$ cat src/rtl/pre_pkg.sv
// ----------------------------------------------------------------------------
// pre_pkg
// Shared types, constants and helpers of the printable run extractor.
// ----------------------------------------------------------------------------
package pre_pkg;

	localparam int PREFIX_DEPTH = 32;
	localparam int ADDR_W       = (PREFIX_DEPTH > 1) ? $clog2(PREFIX_DEPTH) : 1;
	localparam int CNT_W        = $clog2(PREFIX_DEPTH + 1);
	localparam int MIN_W        = 6;
	localparam int PADDR_W      = 3;
	localparam int PDATA_W      = 32;

	localparam logic [7:0] CHAR_TAB     = 8'h09;
	localparam logic [7:0] CHAR_NEWLINE = 8'h0A;
	localparam logic [7:0] CHAR_SPACE   = 8'h20;
	localparam logic [7:0] CHAR_TILDE   = 8'h7E;

	localparam logic [MIN_W-1:0] MIN_LENGTH_RESET = MIN_W'(4);
	localparam logic             REG_MIN_LENGTH   = 1'b0;

	typedef enum logic {
		ST_IDLE,
		ST_BURST
	} pre_state_t;

	typedef struct packed {
		logic              en;
		logic [ADDR_W-1:0] addr;
		logic [7:0]        data;
	} pre_wr_t;

	typedef struct packed {
		logic              en;
		logic [ADDR_W-1:0] addr;
	} pre_rd_t;

	function automatic logic byte_is_text(input logic [7:0] c);
		return (c == CHAR_TAB) || ((c >= CHAR_SPACE) && (c <= CHAR_TILDE));
	endfunction

	function automatic logic [CNT_W-1:0] eff_min(input logic [MIN_W-1:0] m);
		logic [CNT_W-1:0] r;
		if (m == '0) begin
			r = CNT_W'(1);
		end else if (int'(m) > PREFIX_DEPTH) begin
			r = CNT_W'(PREFIX_DEPTH);
		end else begin
			r = CNT_W'(m);
		end
		return r;
	endfunction

endpackage

$ cat src/rtl/pre_in_if.sv
// ----------------------------------------------------------------------------
// pre_in_if
// Input byte stream channel with a valid/ready handshake.
// ----------------------------------------------------------------------------
interface pre_in_if;
	logic       valid;
	logic       ready;
	logic [7:0] data_byte;
	logic       end_of_file;

	modport source (output valid, data_byte, end_of_file, input ready);
	modport sink   (input valid, data_byte, end_of_file, output ready);
endinterface

$ cat src/rtl/pre_out_if.sv
// ----------------------------------------------------------------------------
// pre_out_if
// Output byte stream channel with a valid/ready handshake.
// ----------------------------------------------------------------------------
interface pre_out_if;
	logic       valid;
	logic       ready;
	logic [7:0] out_byte;
	logic       last_of_burst;

	modport source (output valid, out_byte, last_of_burst, input ready);
	modport sink   (input valid, out_byte, last_of_burst, output ready);
endinterface

$ cat src/rtl/pre_store.sv
// ----------------------------------------------------------------------------
// pre_store
// Prefix store: one write port and one read port, registered read data.
// ----------------------------------------------------------------------------
module pre_store
	import pre_pkg::*;
(
	input  logic       clk,
	input  pre_wr_t    wr,
	input  pre_rd_t    rd,
	output logic [7:0] rd_data
);

	logic [7:0] mem [PREFIX_DEPTH];
	logic [7:0] rd_data_q;

	always_ff @(posedge clk) begin
		if (wr.en) begin
			mem[wr.addr] <= wr.data;
		end
	end

	always_ff @(posedge clk) begin
		if (rd.en) begin
			rd_data_q <= mem[rd.addr];
		end
	end

	assign rd_data = rd_data_q;

endmodule

$ cat src/rtl/printable_run_extractor.sv
// ----------------------------------------------------------------------------
// printable_run_extractor
// Passes on printable byte runs of at least the clamped min_length bytes, each run
// closed by a newline. The run prefix is held in a memory until released.
//
//   channel     dir   handshake        payload
//   in_stream   in    valid/ready      data_byte[7:0], end_of_file
//   out_stream  out   valid/ready      out_byte[7:0], last_of_burst
//   apb         in    psel/penable     paddr[2:0], pwdata/prdata[31:0]
//
// A transaction that releases the prefix keeps the input stalled while
// the clamped min_length (1 to 32) bytes of the prefix memory are read
// out one byte a cycle.
// The output register stalls that read-out when out_stream is not ready.
// Reset clears the run state and sets min_length to 4; the memory is not
// cleared.
// ----------------------------------------------------------------------------
module printable_run_extractor
	import pre_pkg::*;
(
	input  logic               clk,
	input  logic               arst_n,
	pre_in_if.sink             in_stream,
	pre_out_if.source          out_stream,
	input  logic               psel,
	input  logic               penable,
	input  logic               pwrite,
	input  logic [PADDR_W-1:0] paddr,
	input  logic [PDATA_W-1:0] pwdata,
	output logic [PDATA_W-1:0] prdata,
	output logic               pready
);

	pre_state_t       state_q;
	pre_state_t       state_d;
	logic [MIN_W-1:0] min_length_q;
	logic [CNT_W-1:0] run_q;
	logic             pass_q;
	logic [CNT_W-1:0] len_q;
	logic [CNT_W-1:0] rd_q;
	logic             pend_s1;
	logic             last_s1;
	logic             out_valid_q;
	logic [7:0]       out_byte_q;
	logic             out_last_q;

	logic [CNT_W-1:0] m;
	logic [CNT_W-1:0] run_inc;
	logic             printable;
	logic             out_free;
	logic             accept;
	logic             single_load;
	logic             burst_start;
	logic             burst_load;
	logic             rd_issue;
	logic             burst_done;
	logic [7:0]       rd_data;
	pre_wr_t          wr;
	pre_rd_t          rd;

	assign pready = 1'b1;
	assign prdata = (paddr[2] == REG_MIN_LENGTH) ? PDATA_W'(min_length_q) : '0;

	always_ff @(posedge clk or negedge arst_n) begin
		if (!arst_n) begin
			min_length_q <= MIN_LENGTH_RESET;
		end else if (psel && penable && pwrite && pready && paddr[2] == REG_MIN_LENGTH) begin
			min_length_q <= pwdata[MIN_W-1:0];
		end
	end

	assign m         = eff_min(min_length_q);
	assign run_inc   = run_q + CNT_W'(1);
	assign printable = !in_stream.end_of_file && byte_is_text(in_stream.data_byte);
	assign out_free  = !out_valid_q || out_stream.ready;
	assign burst_done = (rd_q == len_q) && (!pend_s1 || out_free);

	always_comb begin
		state_d = state_q;
		case (state_q)
			ST_IDLE: begin
				if (burst_start) begin
					state_d = ST_BURST;
				end
			end
			ST_BURST: begin
				if (burst_done) begin
					state_d = ST_IDLE;
				end
			end
			default: state_d = ST_IDLE;
		endcase
	end

	always_comb begin
		in_stream.ready = 1'b0;
		burst_load      = 1'b0;
		rd_issue        = 1'b0;
		case (state_q)
			ST_IDLE: begin
				in_stream.ready = out_free;
			end
			ST_BURST: begin
				burst_load = pend_s1 && out_free;
				rd_issue   = (rd_q != len_q) && (!pend_s1 || out_free);
			end
			default: begin
				in_stream.ready = 1'b0;
			end
		endcase
	end

	assign accept      = in_stream.valid && in_stream.ready;
	assign single_load = accept && pass_q;
	assign burst_start = accept && printable && !pass_q && (run_inc >= m);

	always_comb begin
		wr.en   = accept && printable && !pass_q && (int'(run_q) < PREFIX_DEPTH);
		wr.addr = run_q[ADDR_W-1:0];
		wr.data = in_stream.data_byte;
		rd.en   = rd_issue;
		rd.addr = rd_q[ADDR_W-1:0];
	end

	pre_store u_store (
		.clk     (clk),
		.wr      (wr),
		.rd      (rd),
		.rd_data (rd_data)
	);

	always_ff @(posedge clk or negedge arst_n) begin
		if (!arst_n) begin
			state_q <= ST_IDLE;
			run_q   <= '0;
			pass_q  <= 1'b0;
			len_q   <= '0;
			rd_q    <= '0;
			pend_s1 <= 1'b0;
		end else begin
			state_q <= state_d;
			if (accept) begin
				if (printable) begin
					if (pass_q) begin
						run_q <= (run_q > m) ? m : run_q;
					end else begin
						run_q <= (run_inc > m) ? m : run_inc;
						if (run_inc >= m) begin
							pass_q <= 1'b1;
							len_q  <= m;
							rd_q   <= '0;
						end
					end
				end else begin
					run_q  <= '0;
					pass_q <= 1'b0;
				end
			end
			if (rd_issue) begin
				rd_q    <= rd_q + CNT_W'(1);
				pend_s1 <= 1'b1;
			end else if (burst_load) begin
				pend_s1 <= 1'b0;
			end
		end
	end

	always_ff @(posedge clk) begin
		if (rd_issue) begin
			last_s1 <= (rd_q + CNT_W'(1)) == len_q;
		end
	end

	always_ff @(posedge clk or negedge arst_n) begin
		if (!arst_n) begin
			out_valid_q <= 1'b0;
		end else if (single_load || burst_load) begin
			out_valid_q <= 1'b1;
		end else if (out_stream.ready) begin
			out_valid_q <= 1'b0;
		end
	end

	always_ff @(posedge clk) begin
		if (single_load) begin
			out_byte_q <= printable ? in_stream.data_byte : CHAR_NEWLINE;
			out_last_q <= 1'b1;
		end else if (burst_load) begin
			out_byte_q <= rd_data;
			out_last_q <= last_s1;
		end
	end

	assign out_stream.valid         = out_valid_q;
	assign out_stream.out_byte      = out_byte_q;
	assign out_stream.last_of_burst = out_last_q;

endmodule
$ cat src/flat_wrapper.sv
// flat-port wrapper written by rule: the top's interface ports become plain ports
module printable_run_extractor_flat import pre_pkg::*;
  (clk, arst_n, psel, penable, pwrite, paddr, pwdata, prdata, pready, in_stream_valid, in_stream_data_byte, in_stream_end_of_file, in_stream_ready, out_stream_valid, out_stream_out_byte, out_stream_last_of_burst, out_stream_ready);
  pre_in_if in_stream_i ();
  pre_out_if out_stream_i ();
  input  logic clk;
  input  logic arst_n;
  input  logic psel;
  input  logic penable;
  input  logic pwrite;
  input  logic [PADDR_W-1:0] paddr;
  input  logic [PDATA_W-1:0] pwdata;
  output logic [PDATA_W-1:0] prdata;
  output logic pready;
  input wire logic [$bits(in_stream_i.valid)-1:0] in_stream_valid;
  input wire logic [$bits(in_stream_i.data_byte)-1:0] in_stream_data_byte;
  input wire logic [$bits(in_stream_i.end_of_file)-1:0] in_stream_end_of_file;
  output wire logic [$bits(in_stream_i.ready)-1:0] in_stream_ready;
  output wire logic [$bits(out_stream_i.valid)-1:0] out_stream_valid;
  output wire logic [$bits(out_stream_i.out_byte)-1:0] out_stream_out_byte;
  output wire logic [$bits(out_stream_i.last_of_burst)-1:0] out_stream_last_of_burst;
  input wire logic [$bits(out_stream_i.ready)-1:0] out_stream_ready;
  assign in_stream_i.valid = in_stream_valid;
  assign in_stream_i.data_byte = in_stream_data_byte;
  assign in_stream_i.end_of_file = in_stream_end_of_file;
  assign in_stream_ready = in_stream_i.ready;
  assign out_stream_valid = out_stream_i.valid;
  assign out_stream_out_byte = out_stream_i.out_byte;
  assign out_stream_last_of_burst = out_stream_i.last_of_burst;
  assign out_stream_i.ready = out_stream_ready;
  printable_run_extractor u_core (.clk(clk), .arst_n(arst_n), .in_stream(in_stream_i), .out_stream(out_stream_i), .psel(psel), .penable(penable), .pwrite(pwrite), .paddr(paddr), .pwdata(pwdata), .prdata(prdata), .pready(pready));
endmodule
$ cat config.mk
export PLATFORM = sky130hd
export DESIGN_NAME = printable_run_extractor_flat
export DESIGN_NICKNAME = d
export VERILOG_FILES = /design/src/rtl/pre_pkg.sv /design/src/rtl/pre_in_if.sv /design/src/rtl/pre_out_if.sv /design/src/rtl/pre_store.sv /design/src/rtl/printable_run_extractor.sv /design/src/flat_wrapper.sv
export SDC_FILE = /design/constraint.sdc
export NUM_CORES = 1
export LEC_CHECK = 0
export BUFFER_PORTS_ARGS = -buffer_cell sky130_fd_sc_hd__buf_4
export CAP_MARGIN = 25
export CORE_MARGIN = 5
export CORE_UTILIZATION = 30
export DETAILED_ROUTE_END_ITERATION = 8
export GPL_TIMING_DRIVEN = 0
export PLACE_DENSITY = 0.55
export SLEW_MARGIN = 25
export SYNTH_ARGS = -nofsm -noshare
export SYNTH_HDL_FRONTEND = slang
export SYNTH_SLANG_ARGS = --single-unit
$ cat constraint.sdc
create_clock -name clk -period 2.6 [get_ports clk]
set_input_delay 0.52 -clock clk [delete_from_list [all_inputs] [get_ports clk]]
set_output_delay 0.52 -clock clk [all_outputs]
set_load 0.01 [all_outputs]
---- Word level (Yosys, flattened, before mapping) ----
Memory sizes are Yosys's and may differ from the RTL's. A register that Yosys moved wholly into a read port is not among the register bits.
Index checks and enable logic that the tools add are counted.
operators by class
  add/subtract/negate cells ............... 2
  $lt $le $gt $ge ......................... 7
  bitwise operators ....................... 3
  equal/unequal tests ..................... 6
  reduce and logical (&&, ||, !) cells .... 32
  muxes and demuxes ....................... 30
operator list
  cell                   count
  $mux W6                12
  $mux W8                3
  $logic_and A1 B1 Y1    14
  $mux W1                14
  $add A6 B1 Y6 const B  2
  $eq A6 B6 Y1           2
  $gt A6 B6 Y1           2
  $reduce_bool A2 Y1     6
  $eq A8 B4 Y1 const B   1
  $ge A8 B6 Y1 const B   1
  $le A8 B7 Y1 const B   1
  $reduce_and A4 Y1      2
  $ge A6 B6 Y1           1
  $gt A6 B6 Y1 const B   1
  $logic_not A6 Y1       1
  $lt A6 B6 Y1 const B   1
  $ne A6 B6 Y1           1
  $logic_not A1 Y1       4
  $logic_or A1 B1 Y1     4
  $ne A3 B3 Y1 const B   1
  $not A1 Y1             3
  $ne A2 B2 Y1 const B   1
  $pmux W1 S2            1
  $reduce_and A2 Y1      1
storage, ports and cells
  bits of input ports ..................... 51
  word-level logic and storage cells ...... 92
  RAM bits ................................ 256
  flip-flop bits (word level) ............. 38
  memories ................................ 1
  output and inout port bits .............. 44
memories
  name                depth  bits a word  read ports  clocked after memory_dff  wr ports  line             text
  u_core.u_store.mem  32     8            1           1                         1         pre_store.sv:14  logic [7:0] mem [PREFIX_DEPTH];

---- Depth between registers and ports, before layout ----
  depth after elaboration ................. 9
  mapped depth ............................ 11
  mapped depth without buffers ............ 9

---- By module ----
Synthesis repeated with hierarchy kept, for this count alone.
unflattened totals
  cell total of the unflattened synthesis .. 698
  area total of the unflattened synthesis .. 12717.2 um^2
modules (own cells, without submodules)
  module                   times used  cells an instance  area each (um^2)
  pre_store                1           417                10133.5
  printable_run_extractor  1           281                2583.7

---- Worst setup path before layout ----
Ideal clock, no wire load.
  kind .................................... reg2reg
  start ................................... register u_core.run_q[2]
  end ..................................... register u_core.len_q[0]
  library setup time ...................... 0.125 ns
  period minus slack after synthesis ...... 2.819 ns
  required time ........................... 2.475 ns
  arrival ................................. 2.694 ns
  setup slack ............................. -0.219 ns
  stages on the path, launching flop included .. 12
  path through ............................ dfrtp_1 clkbuf_1 nand3_1 and2_1 or2_2 ha_1 a41o_1 a21oi_1 o21ai_0 and3_1 buf_2 mux2_2
on the way
  longest elaborated chain between the ends .. 3
RTL lines
  what                         line                            text
  start, declared              printable_run_extractor.sv:37   logic [CNT_W-1:0] run_q;
  start signal, assigned       printable_run_extractor.sv:145  run_q <= (run_q > m) ? m : run_q;
  start signal, assigned       printable_run_extractor.sv:147  run_q <= (run_inc > m) ? m : run_inc;
  $add A6 B1 Y6                printable_run_extractor.sv:73   assign run_inc = run_q + CNT_W'(1);
  $ge A6 B6 Y1                 printable_run_extractor.sv:148  if (run_inc >= m) begin
  $reduce_and A4 Y1 (no line)  n/a
  end signal, assigned         printable_run_extractor.sv:150  len_q <= m;
  end, declared                printable_run_extractor.sv:39   logic [CNT_W-1:0] len_q;
Every way passes these cells.
A chain may end at the register's enable or synchronous reset.

---- Worst setup path after layout ----
  start ................................... input in_stream_data_byte[5]
  end ..................................... memory u_core.u_store.mem[19][6] (enable)
on the way
  longest elaborated chain between the ends .. 9
RTL lines
  what                                                 line                            text
  start, declared                                      flat_wrapper.sv:16              input wire logic [$bits(in_stream_i.data_byte)-1:0] in_stream_data_byte;
  $ge A8 B6 Y1 / $le A8 B7 Y1 (equally long branches)  pre_pkg.sv:39                   return (c == CHAR_TAB) || ((c >= CHAR_SPACE) && (c <= CHAR_TILDE));
  $logic_and A1 B1 Y1                                  pre_pkg.sv:39
  $logic_or A1 B1 Y1 *                                 pre_pkg.sv:39
  $logic_and A1 B1 Y1 *                                printable_run_extractor.sv:74   assign printable = !in_stream.end_of_file && byte_is_text(in_stream.data_byte);
  $logic_and A1 B1 Y1 * (3 in a row)                   printable_run_extractor.sv:118  wr.en = accept && printable && !pass_q && (int'(run_q) < PREFIX_DEPTH);
  $mux W1 *                                            pre_store.sv:18                 if (wr.en) begin
  $mux W1 (not written as such) *                      pre_store.sv:19                 mem[wr.addr] <= wr.data;
  end, declared                                        pre_store.sv:14
Every way passes the cells marked *; elsewhere a longest branch is shown, timed or not.

==> results.toml <==
[outcome]
status = "finished, violations left"
violations = "negative setup slack"

[worst_setup_path]
setup.worst_path.start_class = "input port"
arrival_ns = 2.83
critPathBufInv = 1
crit_chain = "buf_4 -> or2_2 -> o211ai_1 -> a2111oi_4 -> nand2_2 -> nor2_4"
required_ns = 2.82
crit_slowest_cell = "a2111oi_4"
end_kind = "flip-flop"
crit_cells = 6
path_class = "in -> reg"
cpPeakStageDelay_ns = 0.65
crit_family = "simple AND/OR/NAND/NOR gates"
critPathMaxFanout = 35
rr_worst_depth = 10

[floorplanning]
initial_utilization = 0.303
ios = 95
die_w_um = 216
core_sq_mm = 0.0419
die_y_um = 216
dieArea_sq_mm = 0.0465
rows = 75

[routing]
wl_per_cell_um = 21.3
vias = 6597
drt_iter0_drc = 436
drtAntennaViolNets = 0
drc = 0
via_per_inst = 4.84
wirelength_um = 29100
drtPass1Iterations = 5

[yosys]
synthFlopType = "edfxtp_1"
synth_seq_cells = 302
async_flop_share = 0.0927
synth_seq_area_share = 0.703
ys_warn_count = 0
synth_area_leaders = "edfxtp_1, mux4_2, dfrtp_1"
synth_edf_count = 273
yosysTopAreaCell = "edfxtp_1"
synth_top_area_share = 0.646
synth.distinct_cells = 49
synth.avg_cell_area_sq_um = 18.3
synth_area_sq_mm = 0.0127
synthCells = 694

[cts]
clk_latency_ns = 0.56
cts_sinks = 302
cts_tree = "done"
clock_path_buffers = 3
cts_root_buf = "clkbuf_16"
htreeDepth = 1
clk_pin_slew_ns = 0.06
cts_made_buffers = 30

[placement]
pre_cts_ws_ns = -1.13
globalplace.congestion = 0.770
dp_hpwl_um = 19200
portBuffers = 39

[worst_hold_path]
hold_path_class = "in -> reg"
whs_path_depth = 2

[layout]
final_cell_mix = "edfxtp_1, buf_4, mux4_2, nor2_4"
final_common_cell = "edfxtp_1"
nets = 869
drive_above_1_share = 0.362
n_antenna_cell = 0
synthToLayoutAreaGrowth_pct = 20.0

[sta]
fin_ws_ns = -0.0105
finalMaxSlewViolations = 0
rsz0062_at_grt = "yes"
finClkSkew_ns = 0.0200
maxSlewHeadroom = 0.497
tns_ns = -0.0288
final_hold_viol_count = 0
min_period_ns = 2.61
fmax_mhz = 383
worst_pin_slew_ns = 0.755
min_period_over_period = 1.00
whs_ns = 0.203
setup_viol = 3

[pwr]
ir_worst_vdd_v = 0.000584
p_per_area_mw_per_mm2 = 924
total_power_w = 0.0141
p_leak_nw = 5.06

[job]
drv_cap = 0

[grt]
grt_pass1_wl_um = 43600
grtUsageTotal = 0.122
globalRouteOverflowTotal = 0
first_global_vias = 6643
grt_max_degree = 36
antenna_found_initial = 0
==> final timing paths <==
| check | slack, ns | from | endpoint |
|---|---|---|---|
| setup / recovery | -0.01 | in_stream_data_byte[5] | u_core.u_store.mem[19][6] |
| hold / removal | 0.20 | pwdata[1] | u_core.min_length_q[1] |
| setup reg to reg | 0.08 | u_core.run_q[2] | u_core.run_q[3] |
| hold reg to reg | 0.46 | u_core.last_s1 | u_core.out_stream.last_of_burst |
| max in group asynchronous | 1.82 | arst_n | u_core.min_length_q[2] |
| min in group asynchronous | 0.45 | arst_n | u_core.out_stream.valid |
==> metrics by stage <==
stage                     instance area [sq um]  std cells  utilization
final                                     15200       1363        0.363
after CTS                                 14900       1355        0.355
after global placement                    13800       1297        0.328
after detailed placement                  13800       1297        0.328
after floorplan                           12800        719            -
after global routing                      15200       1363        0.363
==> report_power, final <==
group / internal, W / switching (W) / leakage (nW)
clock network: 0.00224 / 0.00178 / 0.433
registers: 0.00564 / 0.000225 / 2.82
logic: 0.00199 / 0.00220 / 1.81
==> what timing repair did <==
item                                   CTS  global route
hold buffers                             1             0
setup endpoints to repair              293           290
resized for setup                       66            61
pin swaps                                3            11
setup buffers                            4             9
endpoints found under the hold margin   27             0
==> cells by family after synthesis <==
| family | Yosys count | synth area share |
|---|---|---|
| AND/OR/NAND/NOR | 139 | 0.0520 |
| AO/OA/AOI/OAI | 49 | 0.0250 |
| XOR/XNOR | 13 | 0.00897 |
| flip-flops | 302 | 0.703 |
| multiplexers | 106 | 0.164 |
| adder cells (fa/ha/maj) | 17 | 0.0168 |
| other | 2 | 0.000592 |
| buffers and inverters | 66 | 0.0296 |
==> area by class of cell <==
class,instances,area (sq um)
fillers,3882,26700
flip-flops and latches,302,8920
multi-input cells,351,3920
clock buffers,43,800
well taps,539,674
repair buffers,53,412
plain buffers,52,363
clock inverters,12,101
inverters,11,41.3
==> flip-flops by register name, summed over array words and instances, names as in the netlist <==
register	count
u_core.last_s1	1
u_core.len_q	6
u_core.min_length_q	6
u_core.out_stream.last_of_burst	1
u_core.out_stream.out_byte	8
u_core.out_stream.valid	1
u_core.pass_q	1
u_core.pend_s1	1
u_core.rd_q	6
u_core.run_q	6
u_core.state_q	1
u_core.u_store.mem	256
u_core.u_store.rd_data	8
==> synth_stat cells, drive strengths merged, types with 3 or more instances <==
| master | number |
|---|---|
| nand4 | 8 |
| dfrtp | 27 |
| nand2 | 34 |
| or2 | 3 |
| o2bb2ai | 3 |
| nand2b | 3 |
| nand3 | 16 |
| nor2 | 45 |
| nor2b | 9 |
| edfxtp | 273 |
| and2 | 3 |
| mux2 | 19 |
| xor2 | 10 |
| mux2i | 7 |
| a31o | 3 |
| ha | 17 |
| or3 | 6 |
| clkbuf | 13 |
| nand3b | 4 |
| mux4 | 80 |
| o21ai | 14 |
| xnor2 | 3 |
| o22ai | 3 |
| inv | 11 |
| a21oi | 11 |
| buf | 42 |
==> worst register-to-register path: stages (launching register included) <==
cell	delay, ns
dfrtp_1	0.36
clkbuf_8	0.14
nand3_4	0.07
and2_4	0.15
or2_4	0.24
ha_4	0.27
nand4_1	0.20
nor4b_4	0.43
a31o_4	0.20
mux2i_1	0.19
o221ai_1	0.13
==> layer usage <==
metal	track usage	vias to the layer above	share of wire
met5	0	-	0
met4	0.0256	0	0.022
met3	0.0234	42	0.052
met2	0.186	190	0.46
met1	0.183	3436	0.47
li1	-	2929	-
Note: power is estimated with default switching activity, not from simulation.
